`config.mk`:
```
export PLATFORM = sky130hd
export DESIGN_NAME = unimodal_integer_search_proposer_top
export DESIGN_NICKNAME = d
export VERILOG_FILES = /design/src/hw/rtl/uisp_pkg.sv /design/src/hw/rtl/uisp_map_ram.sv /design/src/hw/rtl/uisp_ctrl.sv /design/src/hw/rtl/unimodal_integer_search_proposer_top.sv
export VERILOG_INCLUDE_DIRS = /design/src /design/src/hw/rtl
export SDC_FILE = /design/constraint.sdc
export NUM_CORES = 2
export LEC_CHECK = 0
export BUFFER_PORTS_ARGS = -buffer_cell sky130_fd_sc_hd__buf_2
export CAP_MARGIN = 5
export CORE_ASPECT_RATIO = 1.75
export CORE_MARGIN = 2
export CORE_UTILIZATION = 65
export DETAILED_ROUTE_END_ITERATION = 8
export PLACE_DENSITY = 0.86
export SYNTH_ARGS = -nofsm -noshare
export SYNTH_HDL_FRONTEND = slang
export SYNTH_SLANG_ARGS = --single-unit
```
`constraint.sdc`:
```
create_clock -name clk_i -period 31.1 [get_ports clk_i]
set_input_delay 6.22 -clock clk_i [delete_from_list [all_inputs] [get_ports clk_i]]
set_output_delay 6.22 -clock clk_i [all_outputs]
set_load 0.02 [all_outputs]
```
`src/hw/rtl/assert_macros.svh`:
```
// Concurrent assertion macros on clk_i / rst_ni, empty in synthesis.
`ifndef ASSERT_MACROS_SVH
`define ASSERT_MACROS_SVH

`ifndef SYNTHESIS
// Property must hold at every edge outside reset.
`define ASSERT_HOLDS(lbl, prop) \
  lbl: assert property (@(posedge clk_i) disable iff (!rst_ni) (prop)) \
    else $error("%m: check failed");
// Antecedent at one edge implies consequent at the next.
`define ASSERT_NEXT(lbl, ante, cons) \
  lbl: assert property (@(posedge clk_i) disable iff (!rst_ni) (ante) |=> (cons)) \
    else $error("%m: check failed");
`else
`define ASSERT_HOLDS(lbl, prop)
`define ASSERT_NEXT(lbl, ante, cons)
`endif

`endif

```
`src/hw/rtl/uisp_pkg.sv`:
```
// Shared constants and types of the unimodal integer search proposer.
package uisp_pkg;

  localparam int unsigned SPAN    = 1024;
  localparam int unsigned AW      = $clog2(SPAN);
  localparam int unsigned VAL_W   = 16;
  localparam int unsigned VALX_W  = VAL_W + 2;
  localparam int unsigned SCORE_W = 32;

  localparam logic [1:0] CFG_LOW_BOUND  = 2'd0;
  localparam logic [1:0] CFG_HIGH_BOUND = 2'd1;
  localparam logic [1:0] CFG_MAXIMIZE   = 2'd2;

  localparam logic REQ_RECORD  = 1'b0;
  localparam logic REQ_PROPOSE = 1'b1;

  localparam logic [AW-1:0] ADDR_LAST = AW'(SPAN - 1);

  // signed working value, wide enough for value +/- distance
  typedef logic signed [VALX_W-1:0] val_t;

  typedef struct packed {
    logic [VAL_W-1:0] low_bound;
    logic [VAL_W-1:0] high_bound;
    logic             maximize;
  } cfg_t;

  typedef struct packed {
    logic [VAL_W-1:0] proposed_value;
    logic             exhausted;
  } res_t;

  typedef struct packed {
    logic          we;
    logic [AW-1:0] waddr;
    logic          wdata;
    logic [AW-1:0] raddr0;
    logic [AW-1:0] raddr1;
  } mem_req_t;

  typedef enum logic [8:0] {
    S_CLEAR  = 9'b000000001,
    S_IDLE   = 9'b000000010,
    S_ANCH   = 9'b000000100,
    S_MID    = 9'b000001000,
    S_SCAN   = 9'b000010000,
    S_CALC   = 9'b000100000,
    S_CAND   = 9'b001000000,
    S_SPIRAL = 9'b010000000,
    S_DONE   = 9'b100000000
  } state_e;

endpackage

```
`src/hw/rtl/uisp_map_ram.sv`:
```
// Tested-value bitmap: one write port, two registered read ports.
module uisp_map_ram import uisp_pkg::*; (
  input  logic     clk_i,
  input  mem_req_t req_i,
  output logic     rd0_o,
  output logic     rd1_o
);

  logic tested_mem_q [SPAN];
  logic rd0_q, rd1_q;

  always_ff @(posedge clk_i) begin
    if (req_i.we) begin
      tested_mem_q[req_i.waddr] <= req_i.wdata;
    end
    rd0_q <= tested_mem_q[req_i.raddr0];
    rd1_q <= tested_mem_q[req_i.raddr1];
  end

  assign rd0_o = rd0_q;
  assign rd1_o = rd1_q;

endmodule

```
`src/hw/rtl/uisp_ctrl.sv`:
```
// Search sequencer: records trials, walks the bitmap and builds proposals.
module uisp_ctrl import uisp_pkg::*; (
  input  logic                      clk_i,
  input  logic                      rst_ni,
  input  cfg_t                      cfg_i,
  input  logic                      in_valid_i,
  output logic                      in_ready_o,
  input  logic                      in_req_type_i,
  input  logic [VAL_W-1:0]          in_value_i,
  input  logic signed [SCORE_W-1:0] in_score_i,
  output logic                      res_valid_o,
  input  logic                      res_ready_i,
  output res_t                      res_o,
  output mem_req_t                  mem_req_o,
  input  logic                      rd0_i,
  input  logic                      rd1_i
);

  function automatic val_t u2v(logic [VAL_W-1:0] x);
    u2v = $signed({2'b00, x});
  endfunction

  function automatic val_t off2v(logic [AW-1:0] o);
    off2v = $signed({{(VALX_W-AW){1'b0}}, o});
  endfunction

  state_e                    state_q, state_d;
  logic [AW-1:0]             cnt_q, cnt_d;
  val_t                      bv_q, bv_d, below_q, below_d, above_q, above_d;
  val_t                      cand_q, cand_d;
  logic                      cand_in_q, cand_in_d, m_in_q, m_in_d, p_in_q, p_in_d;
  res_t                      res_q, res_d;
  logic [VAL_W-1:0]          best_val_q, best_val_d;
  logic signed [SCORE_W-1:0] best_score_q, best_score_d;
  logic                      have_best_q, have_best_d;

  val_t          lo, hi, cap, vin, vscan, lg, rg, cand, sm, sp, diff;
  val_t          cand_off, sm_off, sp_off;
  logic [AW-1:0] mid_off, dn, dlim;
  logic          better;

  always_comb begin
    lo      = u2v(cfg_i.low_bound);
    cap     = lo + val_t'(SPAN - 1);
    hi      = (u2v(cfg_i.high_bound) < cap) ? u2v(cfg_i.high_bound) : cap;
    diff    = hi - lo;
    dlim    = diff[AW-1:0];
    mid_off = dlim >> 1;
    vin     = u2v(in_value_i);
    vscan   = lo + off2v(cnt_q);
    better  = cfg_i.maximize ? (in_score_i > best_score_q) : (in_score_i < best_score_q);
    lg      = bv_q - below_q;
    rg      = above_q - bv_q;
    if (lg >= rg && lg >= val_t'(1)) begin
      cand = below_q + (lg >>> 1);
    end else if (rg >= val_t'(1)) begin
      cand = bv_q + (rg >>> 1);
    end else begin
      cand = bv_q;
    end
    // spiral pair issued next: distance 0 on entry, else one step further
    dn       = (state_q == S_CAND) ? '0 : cnt_q + AW'(1);
    sm       = bv_q - off2v(dn);
    sp       = bv_q + off2v(dn);
    cand_off = cand - lo;
    sm_off   = sm - lo;
    sp_off   = sp - lo;
  end

  always_comb begin
    state_d      = state_q;
    cnt_d        = cnt_q;
    bv_d         = bv_q;
    below_d      = below_q;
    above_d      = above_q;
    cand_d       = cand_q;
    cand_in_d    = cand_in_q;
    m_in_d       = m_in_q;
    p_in_d       = p_in_q;
    res_d        = res_q;
    best_val_d   = best_val_q;
    best_score_d = best_score_q;
    have_best_d  = have_best_q;
    mem_req_o    = '0;

    case (state_q)
      S_CLEAR: begin
        mem_req_o.we    = 1'b1;
        mem_req_o.waddr = cnt_q;
        mem_req_o.wdata = 1'b0;
        cnt_d           = cnt_q + AW'(1);
        if (cnt_q == ADDR_LAST) begin
          state_d = S_IDLE;
        end
      end
      S_IDLE: begin
        if (in_valid_i) begin
          if (in_req_type_i == REQ_RECORD) begin
            if (vin >= lo && vin <= hi) begin
              mem_req_o.we    = 1'b1;
              mem_req_o.waddr = in_value_i[AW-1:0] - cfg_i.low_bound[AW-1:0];
              mem_req_o.wdata = 1'b1;
              if (!have_best_q || better) begin
                best_val_d   = in_value_i;
                best_score_d = in_score_i;
                have_best_d  = 1'b1;
              end
            end
          end else if (lo >= hi) begin
            res_d   = '{proposed_value: cfg_i.low_bound, exhausted: 1'b0};
            state_d = S_DONE;
          end else begin
            mem_req_o.raddr0 = '0;
            mem_req_o.raddr1 = dlim;
            state_d          = S_ANCH;
          end
        end
      end
      S_ANCH: begin
        if (!rd0_i) begin
          res_d   = '{proposed_value: lo[VAL_W-1:0], exhausted: 1'b0};
          state_d = S_DONE;
        end else if (!rd1_i) begin
          res_d   = '{proposed_value: hi[VAL_W-1:0], exhausted: 1'b0};
          state_d = S_DONE;
        end else begin
          mem_req_o.raddr0 = mid_off;
          state_d          = S_MID;
        end
      end
      S_MID: begin
        if (!rd0_i) begin
          cand_d  = lo + off2v(mid_off);
          res_d   = '{proposed_value: cand_d[VAL_W-1:0], exhausted: 1'b0};
          state_d = S_DONE;
        end else begin
          bv_d             = have_best_q ? u2v(best_val_q) : lo;
          below_d          = lo;
          above_d          = hi;
          cnt_d            = '0;
          mem_req_o.raddr0 = '0;
          state_d          = S_SCAN;
        end
      end
      S_SCAN: begin
        // nearest tested neighbours on both sides of the best value
        if (rd0_i) begin
          if (vscan < bv_q && vscan > below_q) below_d = vscan;
          if (vscan > bv_q && vscan < above_q) above_d = vscan;
        end
        mem_req_o.raddr0 = cnt_q + AW'(1);
        cnt_d            = cnt_q + AW'(1);
        if (cnt_q == ADDR_LAST) begin
          state_d = S_CALC;
        end
      end
      S_CALC: begin
        cand_d           = cand;
        cand_in_d        = (cand >= lo) && (cand <= hi);
        mem_req_o.raddr0 = cand_off[AW-1:0];
        state_d          = S_CAND;
      end
      S_CAND, S_SPIRAL: begin
        if (state_q == S_CAND && cand_in_q && !rd0_i) begin
          res_d   = '{proposed_value: cand_q[VAL_W-1:0], exhausted: 1'b0};
          state_d = S_DONE;
        end else if (state_q == S_SPIRAL && m_in_q && !rd0_i) begin
          cand_d  = bv_q - off2v(cnt_q);
          res_d   = '{proposed_value: cand_d[VAL_W-1:0], exhausted: 1'b0};
          state_d = S_DONE;
        end else if (state_q == S_SPIRAL && p_in_q && !rd1_i) begin
          cand_d  = bv_q + off2v(cnt_q);
          res_d   = '{proposed_value: cand_d[VAL_W-1:0], exhausted: 1'b0};
          state_d = S_DONE;
        end else if (state_q == S_SPIRAL && cnt_q == dlim) begin
          res_d   = '{proposed_value: bv_q[VAL_W-1:0], exhausted: 1'b1};
          state_d = S_DONE;
        end else begin
          cnt_d            = dn;
          m_in_d           = (sm >= lo) && (sm <= hi);
          p_in_d           = (sp >= lo) && (sp <= hi);
          mem_req_o.raddr0 = sm_off[AW-1:0];
          mem_req_o.raddr1 = sp_off[AW-1:0];
          state_d          = S_SPIRAL;
        end
      end
      S_DONE: begin
        if (res_ready_i) begin
          state_d = S_IDLE;
        end
      end
      default: begin
        state_d = S_IDLE;
      end
    endcase
  end

  always_ff @(posedge clk_i or negedge rst_ni) begin
    if (!rst_ni) begin
      state_q      <= S_CLEAR;
      cnt_q        <= '0;
      best_val_q   <= '0;
      best_score_q <= '0;
      have_best_q  <= 1'b0;
    end else begin
      state_q      <= state_d;
      cnt_q        <= cnt_d;
      best_val_q   <= best_val_d;
      best_score_q <= best_score_d;
      have_best_q  <= have_best_d;
    end
  end

  always_ff @(posedge clk_i) begin
    bv_q      <= bv_d;
    below_q   <= below_d;
    above_q   <= above_d;
    cand_q    <= cand_d;
    cand_in_q <= cand_in_d;
    m_in_q    <= m_in_d;
    p_in_q    <= p_in_d;
    res_q     <= res_d;
  end

  assign in_ready_o  = (state_q == S_IDLE);
  assign res_valid_o = (state_q == S_DONE);
  assign res_o       = res_q;

endmodule

```
`src/hw/rtl/unimodal_integer_search_proposer_top.sv`:
```
// Top level of the unimodal integer search proposer.
//
// Requests enter on the s_axis channel: tuser = 0 records a trial (value and
// Q16.16 score in tdata), tuser = 1 asks for a proposal. Records give no
// result; each proposal gives one result on m_axis (value in tdata, tuser set
// when no untested value was left). Registers low_bound, high_bound and
// maximize are written over the cfg port, one per request; the user must
// write them only while idle, as the block itself does not enforce it.
// After reset the tested bitmap is cleared, SPAN entries one per cycle, with
// s_axis_tready_o low. A record is handled in S_IDLE. A proposal is decided
// in S_IDLE when high <= low, in S_ANCH or S_MID while the low end, high
// end or midpoint is untested, else after a full bitmap scan, one read per
// cycle, then S_CALC, S_CAND and up to high - low + 1 spiral steps (high
// capped at low + SPAN - 1), which use both read ports of the bitmap.
// One request is in work at a time. A result waits in an output register, so
// the next request is taken while m_axis is stalled; a second proposal then
// holds in its last state until the output register frees.
`include "assert_macros.svh"

module unimodal_integer_search_proposer_top import uisp_pkg::*; (
  input  logic        clk_i,
  input  logic        rst_ni,
  input  logic        s_axis_tvalid_i,
  output logic        s_axis_tready_o,
  input  logic [47:0] s_axis_tdata_i,   // trial_value[15:0], trial_score[47:16]
  input  logic        s_axis_tuser_i,   // req_type
  output logic        m_axis_tvalid_o,
  input  logic        m_axis_tready_i,
  output logic [15:0] m_axis_tdata_o,   // proposed_value
  output logic        m_axis_tuser_o,   // exhausted
  input  logic        cfg_valid_i,
  output logic        cfg_ready_o,
  input  logic [1:0]  cfg_index_i,
  input  logic [15:0] cfg_data_i
);

  cfg_t     cfg_q;
  logic     out_valid_q;
  res_t     out_q;
  logic     res_valid, res_ready;
  res_t     res;
  mem_req_t mem_req;
  logic     rd0, rd1;

  assign cfg_ready_o = 1'b1;

  always_ff @(posedge clk_i or negedge rst_ni) begin
    if (!rst_ni) begin
      cfg_q <= '0;
    end else if (cfg_valid_i) begin
      case (cfg_index_i)
        CFG_LOW_BOUND:  cfg_q.low_bound  <= cfg_data_i;
        CFG_HIGH_BOUND: cfg_q.high_bound <= cfg_data_i;
        CFG_MAXIMIZE:   cfg_q.maximize   <= cfg_data_i[0];
        default: ;
      endcase
    end
  end

  uisp_map_ram u_map (
    .clk_i (clk_i),
    .req_i (mem_req),
    .rd0_o (rd0),
    .rd1_o (rd1)
  );

  uisp_ctrl u_ctrl (
    .clk_i         (clk_i),
    .rst_ni        (rst_ni),
    .cfg_i         (cfg_q),
    .in_valid_i    (s_axis_tvalid_i),
    .in_ready_o    (s_axis_tready_o),
    .in_req_type_i (s_axis_tuser_i),
    .in_value_i    (s_axis_tdata_i[15:0]),
    .in_score_i    ($signed(s_axis_tdata_i[47:16])),
    .res_valid_o   (res_valid),
    .res_ready_i   (res_ready),
    .res_o         (res),
    .mem_req_o     (mem_req),
    .rd0_i         (rd0),
    .rd1_i         (rd1)
  );

  assign res_ready = !out_valid_q || m_axis_tready_i;

  always_ff @(posedge clk_i or negedge rst_ni) begin
    if (!rst_ni) begin
      out_valid_q <= 1'b0;
    end else if (res_valid && res_ready) begin
      out_valid_q <= 1'b1;
    end else if (m_axis_tready_i) begin
      out_valid_q <= 1'b0;
    end
  end

  always_ff @(posedge clk_i) begin
    if (res_valid && res_ready) begin
      out_q <= res;
    end
  end

  assign m_axis_tvalid_o = out_valid_q;
  assign m_axis_tdata_o  = out_q.proposed_value;
  assign m_axis_tuser_o  = out_q.exhausted;

  `ASSERT_HOLDS(a_no_accept_while_result, !(res_valid && s_axis_tready_o))
  `ASSERT_NEXT(a_result_kept, res_valid && !res_ready, res_valid)
  `ASSERT_NEXT(a_result_lands, res_valid && res_ready, m_axis_tvalid_o)

endmodule
```
==> summary.txt, run 1 <==
GRT
  – Vias in the first global route: 78,669
  – Total Routing Usage GR: 66.33%
  – Gr ovfl total: 43
  – Pin count of the biggest net entering global routing: 322
  – First-pass GRT wire length: 582,900 um

Floorplan
  – Starting Density: 65.35%
  – Chip width: 267.6 um
  – Die H: 465.3 um
  – Std-Cell Rows: 169
  – I/O Pins: 92

Synth
  – Sequential-to-total area share from yosys stat: 46.10%
  – Count of cell types in the netlist: 106
  – Post-synth top flop: edfxtp_1
  – EDFF count, synth: 1,127
  – Yosys top cell area share: 42.82%
  – Top post-synthesis cells by count: nand2_1 (1,615), nor2_1 (1,283), edfxtp_1 (1,127), nand3_1 (554), a21oi_1 (402)
  – Most frequent cell after synthesis: nand2_1
  – Asr flop ratio synth: 8.286%
  – Dominant cells by area after synthesis: edfxtp_1 (43%), nand2_1 (7.7%), ha_1 (6.2%)
  – Synthesized area: 0.07904 mm^2
  – Flops & latches, synth: 1,231
  – Post-synth top area cell: edfxtp_1
  – Synth Warn #: 0
  – Mapped Cells: 8,735
  – Syn_area_per_cell: 9.049 um^2

Placed design
  – Post-DP HPWL: 249,200 um
  – Routability cong.: 1.146
  – Port Buffer Count: 90

Run status
  – Status: did not finish
  – Error message: [ERROR GRT-0116] Global routing finished with congestion. Check the congestion regions in the DRC Viewer.
  – Stop stage: global routing

Clocking
  – Post-CTS Setup Bufs: 0
  – Sink Count: 1,231
  – CTS root buffer: clkbuf_16
  – Resized cells post-CTS: 0
  – CTS buffer count: 110
  – H-tree levels: 3
  – Clock tree buffer depth: 3
  – Post-CTS Hold Buffers: 0
## metrics by stage
step / area (um^2) / setup WS, ps / hold WS (ps) / cells / utilization, %
floorplan: 79050 / 2110 / 400.3 / 8737 / -
global placement: 81310 / 18600 / 405.3 / 10074 / 67.23
detailed placement: 81310 / 18330 / 404.5 / 10074 / 67.23
CTS: 85070 / 18640 / 421.8 / 10280 / 70.33
## logic make-up after synthesis
family / Yosys count / share of synthesized area [%]
buffers and inverters: 879 / 4.580
AOI/OAI and AO/OA: 1547 / 12.79
DFF: 1231 / 46.10
and+or+nand+nor: 4015 / 21.71
other: 1 / 0.004744
adders and majority gates: 408 / 6.593
xor gates and xnor gates: 192 / 2.219
muxes: 462 / 6.004
## layer usage
layer	GRT usage (%)	GRT overflow
met3	41.16	0
met2	89.09	19
met5	14.10	0
met1	65.37	0
met4	71.09	24
==> inputs of run 2 (changes only) <==
- CORE_ASPECT_RATIO: 1.75 -> default
- CORE_UTILIZATION: 65 -> 40
- PLACE_DENSITY: 0.86 -> default
- PLACE_DENSITY_LB_ADDON: default -> 0.15
==> run 2 against run 1 <==
  * The flow now finishes, with violations (DRC, capacitance limit)
  * Area after synthesis unchanged
  * Synthesized cell count unchanged
==> summary.txt, run 2 <==
Synth
  – Asr flop ratio synth: 8.286% (unchanged)
  – Post-synthesis mux area share: 6.004% (unchanged)
  – Adder-Cell Fraction of Synth Area: 6.593% (unchanged)
  – Largest family of logic cells by synthesized area: simple AND/OR/NAND/NOR gates (unchanged)
  – Mapped Cells: 8,735 (unchanged)
  – Post-synth top flop: edfxtp_1 (unchanged)
  – EDFF count, synth: 1,127 (unchanged)
  – Post-synth top area cell: edfxtp_1 (unchanged)
  – Sequential-to-total area share from yosys stat: 46.10% (unchanged)
  – Yosys top cell area share: 42.82% (unchanged)
  – Top post-synthesis cells by count: nand2_1 (1,615), nor2_1 (1,283), edfxtp_1 (1,127), nand3_1 (554), a21oi_1 (402) (unchanged)
  – Compound-cell area share of the yosys netlist: 12.79% (unchanged)
  – Dominant cells by area after synthesis: edfxtp_1 (43%), nand2_1 (7.7%), ha_1 (6.2%) (unchanged)
  – Flops & latches, synth: 1,231 (unchanged)
  – Synth Warn #: 0 (unchanged)
  – Count of cell types in the netlist: 106 (unchanged)
  – Post-synthesis simple-gate area fraction: 21.71% (unchanged)
  – Xor/xnor cell area share of the yosys netlist: 2.219% (unchanged)
  – Syn_area_per_cell: 9.049 um^2 (unchanged)
  – Synthesized area: 0.07904 mm^2 (unchanged)
  – Most frequent cell after synthesis: nand2_1 (unchanged)

Min path
  – Hold crit path type: reg2reg
  – Hold_sp: u_ctrl.res_o[16]$_DFFE_PP_
  – Min-Delay Path Depth: 0
  – Hold endpoint: m_axis_tdata_o[15]$_DFFE_PP_

Route
  – Final wirelength: 362,500 um
  – Vias/cell: 6.406
  – Avg WL per Cell: 31.84 um
  – Final ANT Viol Nets: 0
  – Residual DRC: 1
  – Via count: 72,947
  – Iteration-0 DRC Markers: 11,257
  – Drt first pass iters: 9

Floorplan
  – Starting Density: 40.16% (was 65.35%)
  – I/O Pins: 92 (unchanged)
  – Die ar.: 0.2012 mm^2
  – Chip width: 448.5 um (was 267.6 um)
  – Core Region: 0.1968 mm^2
  – Std-Cell Rows: 163 (was 169)
  – Die H: 448.5 um (was 465.3 um)

Worst setup path
  – Worst reg2reg startpoint: cfg_q[18]$_DFFE_PN0P_
  – Startpoint types: flop
  – Buf/Inv on CP: 8
  – Setup CP Type: reg2reg
  – R2R depth: 38
  – CP Max Fanout: 92
  – Largest stage delay on the critical path: 1110 ps
  – Critical path capture point type: flop
  – CP dominant cell by count: buf_4
  – CP top delay family: simple AND/OR/NAND/NOR gates
  – R2r setup slk: 17,710 ps
  – Worst R2R End: u_map.rd1_o$_DFF_P_
  – CP max stage cell: nor4_1
  – CP arrival: 14,190 ps
  – WP data required: 31,900 ps

Timing
  – Fin crit period: 13,390 ps
  – Fmax: 0.07469 GHz
  – Worst slew pin tran: 1465 ps
  – Setup TNS: 0 ps
  – Setup violators final: 0
  – Max Slew Vio Count: 0
  – Final hold violation count: 0
  – Final hold slack: 417.1 ps
  – Worst setup margin: 17,710 ps
  – Clock Skew: 81.29 ps
  – Final Cycle Share: 43.05%
  – RSZ-0062 raised after global routing: false
  – Max-slew headroom: 1.601%

GRT
  – First-pass GRT wire length: 505,300 um
  – Vias in the first global route: 68,017
  – Gr ovfl total: 0
  – Pin count of the biggest net entering global routing: 254
  – Initial antenna violation count: 34
  – Total Routing Usage GR: 34.76%

Finish
  – Largest Register: u_map.tested_mem_q
  – Fill count: 19,068
  – Commonest non-fill, non-tap cell in the layout: nand2_1
  – Design area: 0.08757 mm^2
  – Max reg flops: 1,024
  – Most frequent cells in the layout: nand2_1 (1,581), nor2_1 (1,270), edfxtp_1 (1,127), nand3_1 (552), a21oi_1 (397)
  – Non-filler cells, final: 11,387
  – P&R area growth vs syn: 10.79%
  – Share of cells above drive strength 1: 8.615%
  – Largest regs: u_map.tested_mem_q: 1024 flops, cfg_q: 33 flops, u_ctrl.best_score_q: 32 flops
  – NumNets Final: 9,083

Clocking
  – CTS buffer count: 149 (was 110)
  – Clock-pin transition on the worst setup and hold timing paths: 60 ps
  – Post-CTS Hold Buffers: 0 (unchanged)
  – Worst-Skew Late Latency: 880 ps
  – CTS root buffer: clkbuf_16 (unchanged)
  – Post-CTS Setup Bufs: 0 (unchanged)
  – TritonCTS clock tree: done
  – H-tree levels: 4 (was 3)
  – Sink Count: 1,231 (unchanged)
  – Resized cells post-CTS: 0 (unchanged)
  – Clock tree buffer depth: 3 (unchanged)

Placed design
  – Routability cong.: 0.9709 (was 1.146)
  – Post-DP HPWL: 230,100 um (was 249,200 um)
  – Setup WS pre-CTS: 17,580 ps (was 18,330 ps)
  – Port Buffer Count: 90 (unchanged)
  – Post-DP Area: 0.08262 mm^2 (was 0.08131 mm^2)
  – Placed insts: 11,093 (was 10,074)

Power
  – Pwr Density: 60.97 mW/mm^2
  – Psw: 1.953 mW
  – Internal power: 3.387 mW
  – Register share of total power: 36.5%
  – Net Sw Frac: 36.57%
  – Leak: 33.06 nW
  – Combinational power share: 30.3%
  – Clk pwr share: 33.1%
  – Peak VDD IR: 0.04504 mV

Run status
  – Status: finished with violations (was did not finish)
  – Failing checks: DRC, capacitance limit

Run
  – Total of max-cap violations: 1
run 2: cell counts after synthesis:
Identical to the previous run, type by type.
run 2: worst max path at each step:
stage	startpoint	endpoint	slack, ps	cells after the start
2_1_floorplan	s_axis_tdata_i[1]	u_map.tested_mem_q[448]$_DFFE_PP_	2110	20
3_3_place_gp	s_axis_tdata_i[0]	u_map.tested_mem_q[394]$_DFFE_PP_	17490	23
3_5_place_dp	s_axis_tdata_i[0]	u_map.tested_mem_q[789]$_DFFE_PP_	17580	23
4_1_cts	cfg_q[18]$_DFFE_PN0P_	u_map.rd1_o$_DFF_P_	18230	38
5_1_grt	cfg_q[18]$_DFFE_PN0P_	u_map.rd1_o$_DFF_P_	17390	39
6_report	cfg_q[18]$_DFFE_PN0P_	u_map.rd1_o$_DFF_P_	17710	38
run 2: layout make-up:
type	instances	area (um^2)	share of cell area, %
multi-input combinational	6627	39550	45.16
inverter	274	1031	1.177
antenna	18	45.04	0.05144
clock buffer	187	3923	4.479
sequential	1231	36440	41.61
clock inverter	87	939.7	1.073
tap	2640	3303	3.772
timing repair buffer	323	2342	2.675
run 2: power by group through the flow:
stage	sequential [mW]	combinational (mW)	clock, mW
floorplan	2.02	0.925	0
global placement	1.98	1.53	0
detailed placement	1.98	1.55	0
CTS	1.95	1.55	1.78
global route	1.96	1.69	1.84
finish	1.95	1.62	1.77
run 2: logic make-up (layout without fill, tap and decap cells):
kind of cell	count (synthesis)	in the layout
adder cells (fa/ha/maj)	408	408
buffers and inverters	879	871
multiplexers	462	462
flip-flops	1231	1231
AND/OR/NAND/NOR	4015	4015
XOR/XNOR	192	192
AO/OA/AOI/OAI	1547	1547
other	1	21
run 2: routing by layer:
| metal | GRT usage, % | share of wire, % | up-vias | wire length [um] |
|---|---|---|---|---|
| li1 | - | - | 30995 | - |
| met1 | 45.76 | 39 | 35909 | 140100 |
| met2 | 51.71 | 43 | 4899 | 154800 |
| met3 | 8.861 | 12 | 1118 | 43740 |
| met4 | 20.06 | 6.5 | 26 | 23670 |
| met5 | 0 | 0.056 | - | 203 |
run 2: through the flow:
| stage | util [%] | power, mW |
|---|---|---|
| 6_report | 44.49 | 5.339 |
| 5_1_grt | 44.48 | 5.488 |
| 4_1_cts | 44.45 | 5.282 |
| 3_5_place_dp | 41.98 | 3.530 |
| 3_3_place_gp | 41.98 | 3.507 |
| 2_1_floorplan | - | 2.944 |
Note: power is estimated with default switching activity, not from simulation.
